File: src/ghma_pkg.sv
`timescale 1ns / 1ps
// Shared types and constants for the gated heading moving average.
// Used by ghma_ctrl, ghma_datapath and the top level; depends on nothing.

package ghma_pkg;

    // Window geometry. The average is taken with a right shift, so the
    // window length must stay a power of two.
    localparam int WINDOW_LEN = 8;
    localparam int IDX_W      = $clog2(WINDOW_LEN);
    localparam int HEAD_W     = 9;
    localparam int SUM_W      = HEAD_W + IDX_W;

    // Configuration register indexes.
    localparam int CFG_IDX_W = 2;
    typedef enum logic [CFG_IDX_W-1:0] {
        REG_SPREAD_LIMIT = 2'd0,
        REG_BAND_LOW     = 2'd1,
        REG_BAND_HIGH    = 2'd2
    } cfg_reg_t;

    // Register values after reset.
    localparam logic [HEAD_W-1:0] SPREAD_LIMIT_RST = 9'd6;
    localparam logic [HEAD_W-1:0] BAND_LOW_RST     = 9'd10;
    localparam logic [HEAD_W-1:0] BAND_HIGH_RST    = 9'd350;

    typedef enum logic [1:0] {
        ST_IDLE,
        ST_SCAN,
        ST_FINISH
    } state_t;

    // Commands from the controller to the datapath.
    typedef struct packed {
        logic accept;    // take the new heading and restart the accumulators
        logic scan;      // fold one window entry into sum, max and min
        logic load_out;  // form the result and load the output register
    } cmd_t;

    // Status from the datapath to the controller.
    typedef struct packed {
        logic scan_last; // the entry being folded in is the last one
    } status_t;

endpackage

File: src/ghma_ctrl.sv
`timescale 1ns / 1ps
// Controller state machine for the gated heading moving average.
// Depends on ghma_pkg; drives the commands of ghma_datapath.

module ghma_ctrl
(
    input  logic              clk,
    input  logic              rst_n,
    input  logic              s_tvalid,
    output logic              s_tready,
    output logic              m_tvalid,
    input  logic              m_tready,
    input  ghma_pkg::status_t status,
    output ghma_pkg::cmd_t    cmd
);

    ghma_pkg::state_t state_reg;
    ghma_pkg::state_t state_next;
    logic             m_tvalid_reg;
    logic             m_tvalid_next;
    logic             out_free;

    assign out_free = !m_tvalid_reg || m_tready;

    always_comb
    begin
        state_next = state_reg;
        unique case (state_reg)
            ghma_pkg::ST_IDLE:
            begin
                if (s_tvalid)
                begin
                    state_next = ghma_pkg::ST_SCAN;
                end
            end
            ghma_pkg::ST_SCAN:
            begin
                if (status.scan_last)
                begin
                    state_next = ghma_pkg::ST_FINISH;
                end
            end
            ghma_pkg::ST_FINISH:
            begin
                if (out_free)
                begin
                    state_next = ghma_pkg::ST_IDLE;
                end
            end
            default:
            begin
                state_next = ghma_pkg::ST_IDLE;
            end
        endcase
    end

    always_comb
    begin
        s_tready     = 1'b0;
        cmd.accept   = 1'b0;
        cmd.scan     = 1'b0;
        cmd.load_out = 1'b0;
        unique case (state_reg)
            ghma_pkg::ST_IDLE:
            begin
                s_tready   = 1'b1;
                cmd.accept = s_tvalid;
            end
            ghma_pkg::ST_SCAN:
            begin
                cmd.scan = 1'b1;
            end
            ghma_pkg::ST_FINISH:
            begin
                cmd.load_out = out_free;
            end
            default:
            begin
                s_tready = 1'b0;
            end
        endcase
    end

    always_comb
    begin
        m_tvalid_next = m_tvalid_reg;
        if (cmd.load_out)
        begin
            m_tvalid_next = 1'b1;
        end
        else if (m_tready)
        begin
            m_tvalid_next = 1'b0;
        end
    end

    always_ff @(posedge clk or negedge rst_n)
    begin
        if (!rst_n)
        begin
            state_reg    <= ghma_pkg::ST_IDLE;
            m_tvalid_reg <= 1'b0;
        end
        else
        begin
            state_reg    <= state_next;
            m_tvalid_reg <= m_tvalid_next;
        end
    end

    assign m_tvalid = m_tvalid_reg;

endmodule

File: src/ghma_datapath.sv
`timescale 1ns / 1ps
// Datapath of the gated heading moving average: window, accumulators,
// configuration registers and output register. Depends on ghma_pkg.

module ghma_datapath
(
    input  logic                             clk,
    input  logic                             rst_n,
    input  logic [ghma_pkg::HEAD_W-1:0]      heading,
    input  logic                             cfg_wr_en,
    input  logic [ghma_pkg::CFG_IDX_W-1:0]   cfg_index,
    input  logic [ghma_pkg::HEAD_W-1:0]      cfg_data,
    input  ghma_pkg::cmd_t                   cmd,
    output ghma_pkg::status_t                status,
    output logic [ghma_pkg::HEAD_W-1:0]      smoothed_heading,
    output logic                             was_averaged
);

    logic [ghma_pkg::HEAD_W-1:0] window_reg [ghma_pkg::WINDOW_LEN];
    logic [ghma_pkg::IDX_W-1:0]  wp_reg;
    logic [ghma_pkg::IDX_W-1:0]  wp_next;
    logic [ghma_pkg::IDX_W-1:0]  cnt_reg;
    logic [ghma_pkg::SUM_W-1:0]  sum_reg;
    logic [ghma_pkg::HEAD_W-1:0] hi_reg;
    logic [ghma_pkg::HEAD_W-1:0] lo_reg;
    logic [ghma_pkg::HEAD_W-1:0] head_reg;
    logic [ghma_pkg::HEAD_W-1:0] spread_reg;
    logic [ghma_pkg::HEAD_W-1:0] band_low_reg;
    logic [ghma_pkg::HEAD_W-1:0] band_high_reg;
    logic [ghma_pkg::HEAD_W-1:0] out_head_reg;
    logic                        out_avg_reg;

    logic [ghma_pkg::HEAD_W-1:0] entry;
    logic [ghma_pkg::HEAD_W:0]   lo_plus_spread;
    logic [ghma_pkg::HEAD_W-1:0] average;
    logic                        gate;

    localparam logic [ghma_pkg::IDX_W-1:0] LAST_IDX =
        ghma_pkg::IDX_W'(ghma_pkg::WINDOW_LEN - 1);

    assign entry = window_reg[cnt_reg];
    assign status.scan_last = (cnt_reg == LAST_IDX);
    assign wp_next = (wp_reg == LAST_IDX) ? '0 : wp_reg + 1'b1;

    // Gate: narrow spread and the new heading inside the inclusive band.
    assign lo_plus_spread = {1'b0, lo_reg} + {1'b0, spread_reg};
    assign gate = ({1'b0, hi_reg} < lo_plus_spread)
                  && (head_reg >= band_low_reg)
                  && (head_reg <= band_high_reg);
    assign average = sum_reg[ghma_pkg::SUM_W-1:ghma_pkg::IDX_W];

    always_ff @(posedge clk or negedge rst_n)
    begin
        if (!rst_n)
        begin
            for (int k = 0; k < ghma_pkg::WINDOW_LEN; k++)
            begin
                window_reg[k] <= '0;
            end
            wp_reg        <= '0;
            cnt_reg       <= '0;
            spread_reg    <= ghma_pkg::SPREAD_LIMIT_RST;
            band_low_reg  <= ghma_pkg::BAND_LOW_RST;
            band_high_reg <= ghma_pkg::BAND_HIGH_RST;
        end
        else
        begin
            if (cfg_wr_en)
            begin
                unique case (cfg_index)
                    ghma_pkg::REG_SPREAD_LIMIT: spread_reg    <= cfg_data;
                    ghma_pkg::REG_BAND_LOW:     band_low_reg  <= cfg_data;
                    ghma_pkg::REG_BAND_HIGH:    band_high_reg <= cfg_data;
                    default:                    spread_reg    <= spread_reg;
                endcase
            end
            if (cmd.accept)
            begin
                window_reg[wp_reg] <= heading;
                wp_reg             <= wp_next;
                cnt_reg            <= '0;
            end
            else if (cmd.scan)
            begin
                cnt_reg <= cnt_reg + 1'b1;
            end
        end
    end

    // Accumulators and output payload carry no reset.
    always_ff @(posedge clk)
    begin
        if (cmd.accept)
        begin
            head_reg <= heading;
            sum_reg  <= '0;
            hi_reg   <= '0;
            lo_reg   <= '1;
        end
        else if (cmd.scan)
        begin
            sum_reg <= sum_reg + ghma_pkg::SUM_W'(entry);
            if (entry > hi_reg)
            begin
                hi_reg <= entry;
            end
            if (entry < lo_reg)
            begin
                lo_reg <= entry;
            end
        end
        if (cmd.load_out)
        begin
            out_head_reg <= gate ? average : head_reg;
            out_avg_reg  <= gate;
        end
    end

    assign smoothed_heading = out_head_reg;
    assign was_averaged     = out_avg_reg;

endmodule

File: src/gated_heading_moving_average.sv
`timescale 1ns / 1ps
// Top level of the gated heading moving average.
// Depends on ghma_pkg, ghma_ctrl and ghma_datapath.

// Each accepted request carries one compass heading in whole degrees. The
// heading overwrites the oldest of eight window entries (all zero after
// reset), and the block then walks the window one entry per clock to form
// the sum, the largest and the smallest entry. When the largest entry is
// below the smallest plus spread_limit and the new heading lies within
// band_low..band_high inclusive, the result is the window sum divided by
// eight with was_averaged set; otherwise the raw heading is returned with
// was_averaged clear. Exactly one result comes out per request, in order.
// A request passes through the idle state, in which it is accepted and its
// heading written into the window, the walk over the window entries (one
// shared adder and compare pair), and the finish state, which forms the
// result and loads the output register. The next request can be accepted
// only once the block is back in the idle state, so no new request is taken
// before the previous one is through. The output register lets a new
// request be accepted while the previous result still waits for m_tready;
// if that result is still waiting when the next one is formed, the block
// holds in its last clock until m_tready takes it.
// Registers are written through cfg_wr_en, cfg_index and cfg_data; the user
// must write them only while no request is in flight, which the block does
// not enforce. Index 0 is spread_limit (reset 6), 1 is band_low (reset 10),
// 2 is band_high (reset 350); index 3 is ignored; values above 360 are used unclamped.

module gated_heading_moving_average
(
    input  logic                           clk,
    input  logic                           rst_n,
    // Input stream.
    input  logic                           s_tvalid,
    output logic                           s_tready,
    input  logic [15:0]                    s_tdata,  // [8:0] heading, rest zero
    // Output stream.
    output logic                           m_tvalid,
    input  logic                           m_tready,
    output logic [15:0]                    m_tdata,  // [8:0] smoothed_heading, rest zero
    output logic                           m_tuser,  // [0] was_averaged
    // Configuration write port.
    input  logic                           cfg_wr_en,
    input  logic [ghma_pkg::CFG_IDX_W-1:0] cfg_index,
    input  logic [ghma_pkg::HEAD_W-1:0]    cfg_data
);

    ghma_pkg::cmd_t              cmd;
    ghma_pkg::status_t           status;
    logic [ghma_pkg::HEAD_W-1:0] smoothed_heading;

    // The controller sequences one request at a time through accept,
    // window walk and result load, and owns the output valid flag.
    ghma_ctrl u_ctrl
    (
        .clk      (clk),
        .rst_n    (rst_n),
        .s_tvalid (s_tvalid),
        .s_tready (s_tready),
        .m_tvalid (m_tvalid),
        .m_tready (m_tready),
        .status   (status),
        .cmd      (cmd)
    );

    // The datapath holds the window, the accumulators, the configuration
    // registers and the output payload register.
    ghma_datapath u_datapath
    (
        .clk              (clk),
        .rst_n            (rst_n),
        .heading          (s_tdata[ghma_pkg::HEAD_W-1:0]),
        .cfg_wr_en        (cfg_wr_en),
        .cfg_index        (cfg_index),
        .cfg_data         (cfg_data),
        .cmd              (cmd),
        .status           (status),
        .smoothed_heading (smoothed_heading),
        .was_averaged     (m_tuser)
    );

    assign m_tdata = {{(16 - ghma_pkg::HEAD_W){1'b0}}, smoothed_heading};

endmodule
File: config.mk
export PLATFORM = sky130hd
export DESIGN_NAME = gated_heading_moving_average
export DESIGN_NICKNAME = d
export VERILOG_FILES = /design/src/ghma_pkg.sv /design/src/ghma_ctrl.sv /design/src/ghma_datapath.sv /design/src/gated_heading_moving_average.sv
export SDC_FILE = /design/constraint.sdc
export NUM_CORES = 1
export LEC_CHECK = 0
export CORE_ASPECT_RATIO = 1.1
export CORE_MARGIN = 2
export CORE_UTILIZATION = 35
export DETAILED_ROUTE_END_ITERATION = 12
export DONT_BUFFER_PORTS = 1
export PLACE_DENSITY = 0.52
export SYNTH_ARGS = -nofsm -noshare
export SYNTH_HDL_FRONTEND = slang
export SYNTH_HIERARCHICAL = 1
export SYNTH_SLANG_ARGS = --single-unit
File: constraint.sdc
create_clock -name clk -period 3.8 [get_ports clk]
set_clock_uncertainty 0.1 [all_clocks]
set_input_delay 0.57 -clock clk [delete_from_list [all_inputs] [get_ports clk]]
set_output_delay 0.57 -clock clk [all_outputs]
set_load 0.02 [all_outputs]
==> impl_results.md, run 1 <==
- Root buf cell: clkbuf_16
- Worst EP arrival: 3610 ps
- Min Clock Period, post-route: roughly 3600 ps
- Leak: 4.20 nW
- Grt total ovfl: 0
- Yosys top cell area share: 29.3%
- Total GRT Usage: around 15%
- Final Max Slew Viols: 0
- Count of cell types in the netlist: 65
- Remaining DRCs: 0
- Via count: between 5000 and 6000
- Mean area per synthesized cell: 12.4 um2
- Max reg flops: 72
- Pint: 0.00575 W
- CTS tree: built
- Period utilisation layout: ~93%
- Vias in the first global route: 5449
- Register area share after synthesis: 46.4%
- Yosys reg bits: 157
- DRT Wirelength: 18400 um
- Critical path required time: 3860 ps
- Crit. End Element: flip-flop
- CORE AREA: 23600 um2
- Status: completed
- Ys async rst share: 68.8%
- Clk pwr share: 18.8%
- Flop pwr share: between 30% and 40%
- Pin count of the biggest net entering global routing: approximately 110
- Pre-antenna DRT Iters: 4
- First-pass GRT wire length: 29600 um
- Sw frac: 37.7%
- Vias/cell: 5.15
- Initial Util: 35.5%
- Count of buffers inserted at the top-level ports: 0
- Synth Warn #: 6
- Core Rows: between 50 and 60
- Routed wire per std cell: 18.3 um
- Design Area, Final: 9380 um2
- Initial antenna violation count: 1
- CTS Buf Count: 17
- VDD IR-drop max: 0.314 mV
- Main area contributors after synthesis: dfrtp_1 29%, mux2_2 15%, ha_1 9.7%, dfxtp_1 7.2%, edfxtp_1 6.8%
- Clock Sinks: 157
- Max FO, Critical Path: 10
- Synth Flop Type: dfrtp_1
- Die Y: roughly 170 um
- Initial DRC Count: about 250
- Total negative setup slack: 0 ps
- Die width: 152 um
- Clock Pin Slew Worst Setup and Hold Paths: 60 ps
- Max_slew headroom: 29.9%
- Share of cells above drive strength 1: 27.5%
- Fin nets: 785
- Final hold viol count: 0
- Max clock buf depth: 2
- Crit path kind: reg2reg
- Fill cells: around 2300
- Largest area contributor in the netlist: dfrtp_1
- Worst hold path class: in2reg
- Final HPWL DP: 13100 um
- Placed instance area: 8730 um2
- Antenna Violating Nets Remaining: 0
- Worst-margin pin slew: 1050 ps
- Clk_lat worst skew: 420 ps
- F_max: 282 MHz
- Mapped Area: 8380 um2
- Setup violations, final: 0
- Final Wtd Congestion: approximately 0.79
- Number of synthesized flops with an enable pin: 19
- Pwr/cell area: 984 nW/um2
- P&R area growth vs syn: 12.0%
- Cell count after synthesis: between 600 and 700
- H-Tree Depth: 4
- Post-CTS Setup Bufs: 0
- Max cap viols: 0
- DIE AREA: 25200 um2
- Switching Power: 0.00348 W
- RSZ-0062 raised after global routing: false
- Setup crit start kind: flip-flop
- Combinational share of power: 50.8%
- Ports: 51
==> stage by stage <==
| step | total power (W) | hold WS (ps) | utilization (%) | setup WS (ps) | instances |
|---|---|---|---|---|---|
| 2_1_floorplan | 0.00644 | 174 | - | 365 | 683 |
| 3_3_place_gp | 0.00729 | 177 | 37.0 | 245 | 970 |
| 3_5_place_dp | 0.00749 | 178 | 37.0 | 134 | 970 |
| 4_1_cts | 0.00931 | 111 | 39.7 | 107 | 1004 |
| 5_1_grt | 0.0100 | 118 | 39.7 | 7.02 | 1005 |
| 6_report | 0.00923 | 134 | 39.7 | 248 | 1005 |
==> power groups by stage <==
stage | Sequential (W) | Combinational [W] | Clock (W)
2_1_floorplan | 0.00264 | 0.00380 | 0
3_3_place_gp | 0.00280 | 0.00449 | 0
3_5_place_dp | 0.00284 | 0.00465 | 0
4_1_cts | 0.00281 | 0.00472 | 0.00178
5_1_grt | 0.00290 | 0.00527 | 0.00185
6_report | 0.00281 | 0.00469 | 0.00173
==> metal layers <==
layer	vias up	GRT usage (%)	wire length, um
met5	-	0	0
met1	2575	19.8	8260
li1	2488	-	-
met4	0	4.95	328
met2	90	25.4	9070
met3	18	3.79	749
==> synth_stat cells (all sizes together) (9+ instances only) <==
library cell    n
a211oi         17
a21oi          20
buf            16
clkbuf         12
dfrtp          98
dfstp          10
dfxtp          30
edfxtp         19
ha             65
inv            45
mux2          116
mux2i          17
mux4           18
nand2          17
nand2b         12
nor2           44
o21ai          20
xnor2           9
==> cell type report <==
type                    count  area, um2  share of cell area, %
inverters                  46        173                   1.84
repair buffers             12        138                   1.47
well taps                 305        382                   4.07
flip-flops and latches    157       3890                   41.4
multi-input cells         452       4200                   44.8
diodes                      1       2.50                 0.0267
clock buffers              27        524                   5.59
clock inverters             5       77.6                  0.827
==> logic make-up (layout without fill, tap and decap cells) <==
family                     count (synthesis)  count (layout)  synth area share [%]
buffers and inverters                     74              90                  3.90
DFF                                      157             157                  46.4
and+or+nand+nor                          120             120                  7.50
adders and majority gates                 67              67                  10.2
xor gates and xnor gates                  14              14                  1.46
other                                      1               8                0.0448
muxes                                    151             151                  22.8
AOI/OAI and AO/OA                         93              93                  7.75
==> repair_timing <==
item | 4_1_cts | 5_1_grt
endpoints found under the setup margin | 0 | 17
gates resized for setup | 0 | 2
hold buffers | 2 | 0
hold endpoints to repair | 108 | 0
==> critical path: stages (launching register included) <==
cell,delay [ps]
dfxtp_1,380
ha_1,190
inv_1,50
fa_1,410
nor2b_1,150
o21a_1,140
o211ai_1,120
nand3_1,100
o211ai_1,120
xnor2_1,150
ha_1,210
a211oi_2,240
o211ai_1,120
o211ai_1,170
nand3_1,130
buf_4,200
mux2_1,320
==> cell usage in the layout, fill, tap and decap left out, types with 7 or more instances in the layout <==
| master | count |
|---|---|
| a211oi_1 | 16 |
| dfrtp_1 | 98 |
| dfxtp_1 | 30 |
| edfxtp_1 | 19 |
| buf_4 | 8 |
| nand4_1 | 7 |
| dfstp_2 | 10 |
| o21ai_0 | 15 |
| nand3_1 | 8 |
| mux2_2 | 114 |
| conb_1 | 7 |
| xnor2_1 | 9 |
| ha_1 | 65 |
| nand2b_1 | 11 |
| inv_1 | 44 |
| a21oi_1 | 18 |
| mux2i_1 | 16 |
| mux4_2 | 14 |
| nand2_1 | 16 |
| clkbuf_16 | 18 |
| nor2_1 | 44 |
| o211ai_1 | 8 |
==> worst paths after layout <==
path / start / endpoint / slack, ps / cells after the start
max: u_datapath/lo_reg[0]$_SDFFE_PP1P_ / u_datapath/smoothed_heading[6]$_DFFE_PP_ / 250 / 16
min: m_tready / u_ctrl/state_reg[1]$_DFFE_PN0P_ / 130 / 1
max reg2reg: u_datapath/lo_reg[0]$_SDFFE_PP1P_ / u_datapath/smoothed_heading[6]$_DFFE_PP_ / 250 / 16
min reg2reg: u_datapath/sum_reg[6]$_SDFFE_PP0P_ / u_datapath/sum_reg[6]$_SDFFE_PP0P_ / 390 / 2
max in group asynchronous: rst_n / u_datapath/window_reg[29]$_DFFE_PN0P_ / 2500 / 2
min in group asynchronous: rst_n / u_datapath/band_high_reg[0]$_DFFE_PN0P_ / 640 / 2
No activity file was read; power rests on OpenSTA's default activity.
==> run 2, diff against run 1 <==
--- a/config.mk
+++ b/config.mk
@@ -5,12 +5,14 @@
 export SDC_FILE = /design/constraint.sdc
 export NUM_CORES = 1
 export LEC_CHECK = 0
+export CELL_PAD_IN_SITES_DETAIL_PLACEMENT = 0
+export CELL_PAD_IN_SITES_GLOBAL_PLACEMENT = 1
 export CORE_ASPECT_RATIO = 1.1
 export CORE_MARGIN = 2
 export CORE_UTILIZATION = 35
 export DETAILED_ROUTE_END_ITERATION = 12
 export DONT_BUFFER_PORTS = 1
-export PLACE_DENSITY = 0.52
+export PLACE_DENSITY = 0.6
 export SYNTH_ARGS = -nofsm -noshare
 export SYNTH_HDL_FRONTEND = slang
 export SYNTH_HIERARCHICAL = 1
==> run 2 against run 1 <==
Effect of this change:
- total power increased by 0.64%
- non-clock buffer count rose by 1
- global-route usage rose by 0.51 points
- register-to-register slack got worse by 40 ps
- maximum frequency decreased by 1.1%
- combinational power hardly changed
- setup slack lost 38 ps
- cell count unchanged
- die area unchanged
- count of clock-buffer cells in the layout fell by 10
- critical path depth decreased by 6
- worst hold slack lost 2.8 ps
==> impl_results.md, run 2 (same netlist as run 1, synthesis figures left out) <==
- Status: completed
- Most frequent cells in the layout: 114 x mux2_2, 98 x dfrtp_1, 65 x ha_1
- Total GRT Usage: 15.9%
- Crit. End Element: flip-flop
- Die Y: 166 um
- Family with the most delay on the worst path: multiplexers
- Pre-antenna DRT Iters: 4
- Clk pwr share: 18.8%
- Flop pwr share: between 30% and 40%
- Non-Filler Instances: 1005
- Initial Util: 35.5%
- Worst hold path class: in2reg
- CTS tree: built
- Crit path buf inv count: 2
- Combinational share of power: 50.8%
- Worst setup margin: roughly 210 ps
- Final Max Slew Viols: 0
- Critical path required time: 3990 ps
- Crit path kind: reg2reg
- Clock Sinks: about 160
- Die width: around 150 um
- Max_slew headroom: 33.2%
- Crit-path slowest cell: mux4_1
- Commonest non-fill, non-tap cell in the layout: mux2_2
- DIE AREA: 25200 um2
- RSZ-0062 raised after global routing: false
- DRT Wirelength: 18800 um
- Busiest grt layer: met2
- Root buf cell: clkbuf_16
- Setup crit start kind: flip-flop
- Initial DRC Count: approximately 290
- CP peak stage delay: 590 ps
- Grt met1 use: roughly a fifth
- Cells after DPL: 971
- Ports: 51
- Min Clock Period, post-route: 3590 ps
- CTS Buf Count: 17
- Leak: approximately 4.2 nW
- Seq. cell area: 3890 um2
- Count of buffers inserted at the top-level ports: 0
- F_max: between 200 and 300 MHz
- Clk_lat worst skew: 430 ps
- Total power: 0.00929 W
- Worst EP arrival: between 3000 and 4000 ps
- Max clock buf depth: 2
- Pint: 0.00570 W
- Final HPWL DP: roughly 14000 um
- Initial antenna violation count: 0
- Max FO, Critical Path: 17
- Remaining DRCs: 0
- P&R area growth vs syn: 12.1%
- Worst-margin pin slew: ~1000 ps
- Post-place setup slack: 183 ps
- Multi-input gate area: 4200 um2
- Routed wire per std cell: 18.7 um
- Fin nets: just under 800
- Pin count of the biggest net entering global routing: between 100 and 150
- Max cap viols: 0
- Met2 Use GR: roughly a quarter
- Total negative setup slack: 0 ps
- Fill cells: 2230
- Switching Power: around 0.0036 W
- N_diodes: 0
- Pwr/cell area: 988 nW/um2
- Sw frac: 38.7%
- Setup violations, final: 0
- Met3 usage: approximately 3.8%
- Max reg flops: between 70 and 80
- Final Wtd Congestion: 0.811
- Via count: 5174
- H-Tree Depth: 4
- CORE AREA: 23600 um2
- Clock Pin Slew Worst Setup and Hold Paths: 70 ps
- Vias in the first global route: 5453
- Worst path cell trace: buf_12 -> mux4_1 -> mux2_2 -> ha_1 -> or4_1 -> a211oi_1 -> a211o_1 -> buf_4 -> mux2i_1 -> nor2_1
- Core Rows: just under 60
- Antenna Violating Nets Remaining: 0
- Final hold viol count: 0
- Period utilisation layout: 94.5%
- Grt total ovfl: 0
- VDD IR-drop max: 0.343 mV
- Post-CTS Setup Bufs: 0
- First-pass GRT wire length: 30300 um
- Fin Hold WS: 131 ps
- Share of cells above drive strength 1: around 28%
- Vias/cell: 5.15
[run 2: cell count changes in the layout (fill, tap and decap cells not counted), moves of 2 or more]
cell,previous run,this run
clkbuf_1,5,0
inv_8,0,3
clkinv_4,0,2
clkbuf_8,4,0
inv_6,0,5
[run 2: metrics by stage]
stage | instance area (um2) | utilization, %
detailed placement | 8750 | 37.1
finish | 9400 | 39.8
CTS | 9390 | 39.8
global placement | 8750 | 37.1
floorplan | 8400 | -
global route | 9400 | 39.8
[run 2: layer usage]
metal / share of wire [%] / wire length [um]
met5: 0 / 0
met4: 1.6 / 302
met3: 3.7 / 704
met2: 49 / 9320
met1: 45 / 8510
[run 2: path summary, 6_finish.rpt]
| path | startpoint | slack [ps] | depth (start not counted) | endpoint |
|---|---|---|---|---|
| worst max-delay path | u_datapath/cnt_reg[0]$_DFFE_PN0P_ | 210 | 10 | u_datapath/hi_reg[0]$_SDFFE_PP0P_ |
| worst min-delay path | m_tready | 130 | 1 | u_ctrl/state_reg[1]$_DFFE_PN0P_ |
| worst max register to register | u_datapath/cnt_reg[0]$_DFFE_PN0P_ | 210 | 10 | u_datapath/hi_reg[0]$_SDFFE_PP0P_ |
| worst min register to register | u_datapath/sum_reg[6]$_SDFFE_PP0P_ | 400 | 2 | u_datapath/sum_reg[6]$_SDFFE_PP0P_ |
| max in group asynchronous | rst_n | 2480 | 2 | u_datapath/window_reg[34]$_DFFE_PN0P_ |
| min in group asynchronous | rst_n | 660 | 2 | u_datapath/band_high_reg[0]$_DFFE_PN0P_ |
[run 2: repair_timing]
item                                   CTS  global route
gates resized for setup                  0             2
hold buffers                             2             0
endpoints found under the hold margin  108             0
setup endpoints to repair                0             9
[run 2: final cells by class]
type                            count  area share, %
Tap cell                          305           4.06
Timing Repair Buffer               13           1.68
Multi-Input combinational cell    452           44.7
Inverter                           46           1.84
Clock inverter                     15           1.85
Clock buffer                       17           4.53
Sequential cell                   157           41.4
[run 2: power by group through the flow]
stage                     registers (W)  clock network (W)  logic, W
final                           0.00283            0.00174   0.00472
after global routing            0.00292            0.00187   0.00531
after CTS                       0.00283            0.00179   0.00477
after detailed placement        0.00286                  0   0.00472
after global placement          0.00282                  0   0.00458
after floorplan                 0.00264                  0   0.00380
==> run 3, diff against run 2 <==
--- a/config.mk
+++ b/config.mk
@@ -15,5 +15,4 @@
 export PLACE_DENSITY = 0.6
 export SYNTH_ARGS = -nofsm -noshare
 export SYNTH_HDL_FRONTEND = slang
-export SYNTH_HIERARCHICAL = 1
 export SYNTH_SLANG_ARGS = --single-unit
==> run 3 against run 2 <==
Effect of this change:
- the flow now finishes with violations (negative hold slack)
- maximum frequency decreased by 4.6%
- cell count is 1.6% higher
- wire length up 3.3%
- critical path type unchanged
- highest routed layer unchanged
==> impl_results.md, run 3 <==
- Status: finished with violations
- Failing checks: negative hold slack
- Initial DRC Count: approximately 250
- Worst setup margin: 36.5 ps
- Ports: 51
- Critical path required time: 3870 ps
- Root buf cell: clkbuf_16
- CTS Buf Count: 17
- F_max: about 270 MHz
- Pin count of the biggest net entering global routing: 109
- Fill cells: ~2200
- Share of cells above drive strength 1: 27.9%
- Count of buffers inserted at the top-level ports: 0
- Worst reg2reg path depth: 14
- Min Clock Period, post-route: approximately 3800 ps
- Pre-antenna DRT Iters: 4
- Routed wire per std cell: 19.1 um
- Yosys reg bits: about 160
- Grt total ovfl: 0
- Core Rows: 59
- Final Max Slew Viols: 0
- Final Wtd Congestion: 0.833
- Via count: 5232
- Multi-input gate area: 4220 um2
- DRT Wirelength: 19500 um
- Cell count after synthesis: ~700
- Post-place setup slack: 25.8 ps
- Pwr/cell area: between 900 and 1000 nW/um2
- Final hold viol count: 11
- Main area contributors after synthesis: dfrtp_1 29%, mux2_2 13%, ha_1 9.7%, dfxtp_1 7.2%, edfxtp_1 6.8%
- Mean area per synthesized cell: 12.2 um2
- Combinational share of power: 50.7%
- Setup violations, final: 0
- Vias in the first global route: 5603
- Synth Flop Type: dfrtp_1
- Crit. End Element: flip-flop
- CTS tree: built
- H-Tree Depth: 4
- Max FO, Critical Path: 5
- Synth Warn #: 0
- Pint: 0.00551 W
- Worst path cell trace: ha_4 -> nor2b_1 -> o21ai_1 -> a21oi_2 -> o21a_1 -> o41a_1 -> xnor2_1 -> ha_1 -> a211oi_2 -> o21ai_1 -> o211ai_2 -> buf_6 -> o211ai_4 -> mux2_4
- Most used cell, CP: o21ai_1
- Family with the most delay on the worst path: compound AO/OA/AOI/OAI gates
- Die Y: ~170 um
- Seq. cell area: 3890 um2
- Max_slew headroom: 30.9%
- First-pass GRT wire length: roughly 31000 um
- Worst hold path class: in2async
- Most frequent cells in the layout: 98 x mux2_2, 98 x dfrtp_1, 63 x ha_1
- Antenna Violating Nets Remaining: 0
- Fin Hold WS: -8.79 ps
- Crit path buf inv count: 1
- Register area share after synthesis: between 40% and 50%
- CP peak stage delay: 560 ps
- Vias/cell: 5.12
- Largest area contributor in the netlist: dfrtp_1
- Number of synthesized flops with an enable pin: 19
- Flop pwr share: 30.6%
- Sw frac: 38.9%
- Leak: 4.29 nW
- Post-synth top cells: 98 x dfrtp_1, 98 x mux2_2, 65 x ha_1
- Worst R2R End: u_datapath.smoothed_heading[4]$_DFFE_PP_
- VDD IR-drop max: approximately 0.4 mV
- Yosys top cell area share: between 20% and 30%
- Remaining DRCs: 0
- Initial antenna violation count: 0
- R2R Setup Slk: 40 ps
- Clock Pin Slew Worst Setup and Hold Paths: approximately 70 ps
- Ys async rst share: ~69%
- Crit path kind: reg2reg
- RSZ-0062 raised after global routing: true
- Clk_lat worst skew: 430 ps
- Final HPWL DP: 14300 um
- Max cap viols: 0
- Period utilisation layout: between 90% and 100%
- Mapped Area: 8380 um2
- Clock Sinks: 157
- Die width: between 150 and 200 um
- Max clock buf depth: 2
- Count of cell types in the netlist: just over 60
- Fin nets: 802
- Switching Power: roughly 0.0035 W
- Crit-path slowest cell: dfstp_2
- Clk pwr share: about a fifth
- DIE AREA: 25200 um2
- Max reg flops: 72
- P&R area growth vs syn: 12.5%
- Worst-margin pin slew: 1030 ps
- N_diodes: 0
- Reg2reg start: u_datapath.spread_reg[2]$_DFFE_PN1P_
- Initial Util: between 30% and 40%
- CORE AREA: between 20000 and 25000 um2
- Setup crit start kind: flip-flop
- Worst EP arrival: 3830 ps
- Total GRT Usage: 16.3%
-- run 3: kinds of logic (layout without fill, tap and decap cells) --
group                      count (synthesis)  after routing  synth area share (%)
other                                      1              7                0.0448
adders and majority gates                 67             67                  10.2
AOI/OAI and AO/OA                         92             93                  7.45
and+or+nand+nor                          128            128                  7.59
buffers and inverters                     79            102                  4.11
DFF                                      157            157                  46.4
muxes                                    151            151                  23.1
xor gates and xnor gates                  11             11                  1.15
-- run 3: layer usage --
metal	GRT usage [%]	part of all wire (%)	vias to the layer above
met4	5.27	2.1	0
met3	4.37	3.0	24
met2	27.4	50	80
met5	0	0	-
met1	20.1	45	2609
li1	-	-	2519
-- run 3: what timing repair did --
item / CTS / global route
setup buffers: 0 / 3
hold endpoints to repair: 108 / 0
hold buffers: 1 / 0
endpoints found under the setup margin: 0 / 10
resized for setup: 0 / 9
-- run 3: through the flow --
stage               area (um2)  std cells  util (%)  power [W]  setup TNS, ps
detailed placement        8740        984      37.1    0.00725              0
CTS                       9350       1017      39.7    0.00900              0
global placement          8740        984      37.1    0.00707              0
finish                    9430       1021      40.0    0.00902              0
floorplan                 8400        692         -    0.00613              0
global route              9430       1021      40.0    0.00976           -846
-- run 3: cell type report --
class | count | area share (%)
sequential | 157 | 41.2
tap | 305 | 4.05
timing repair buffer | 16 | 1.66
multi-input combinational | 457 | 44.8
inverter | 54 | 2.15
clock inverter | 12 | 1.31
clock buffer | 20 | 4.84
-- run 3: power groups by stage --
stage	clock, W	combinational [W]	sequential [W]
2_1_floorplan	0	0.00352	0.00262
3_3_place_gp	0	0.00432	0.00275
3_5_place_dp	0	0.00447	0.00279
4_1_cts	0.00173	0.00451	0.00276
5_1_grt	0.00179	0.00513	0.00284
6_report	0.00169	0.00458	0.00276
-- run 3: worst max-delay path by stage --
stage	from	endpoint	slack, ps	cells past startpoint
CTS	u_datapath.spread_reg[1]$_DFFE_PN1P_	u_datapath.smoothed_heading[0]$_DFFE_PP_	4	14
detailed placement	u_datapath.spread_reg[0]$_DFFE_PN0P_	u_datapath.smoothed_heading[7]$_DFFE_PP_	30	15
global route	u_datapath.spread_reg[2]$_DFFE_PN1P_	u_datapath.smoothed_heading[3]$_DFFE_PP_	-110	14
global placement	u_datapath.lo_reg[0]$_SDFFE_PP1P_	u_datapath.smoothed_heading[3]$_DFFE_PP_	50	16
finish	u_datapath.spread_reg[2]$_DFFE_PN1P_	u_datapath.smoothed_heading[4]$_DFFE_PP_	40	14
floorplan	u_datapath.spread_reg[1]$_DFFE_PN1P_	u_datapath.smoothed_heading[0]$_DFFE_PP_	430	15
-- run 3: worst reg2reg max path, delay by kind of cell (launching register included) --
family / cells / cell delay (ps)
multiplexers: 1 / 360
XOR/XNOR: 1 / 210
buffers and inverters: 1 / 160
adder cells (fa/ha/maj): 2 / 510
AND/OR/NAND/NOR: 1 / 120
AO/OA/AOI/OAI: 8 / 1490
flip-flops: 1 / 560
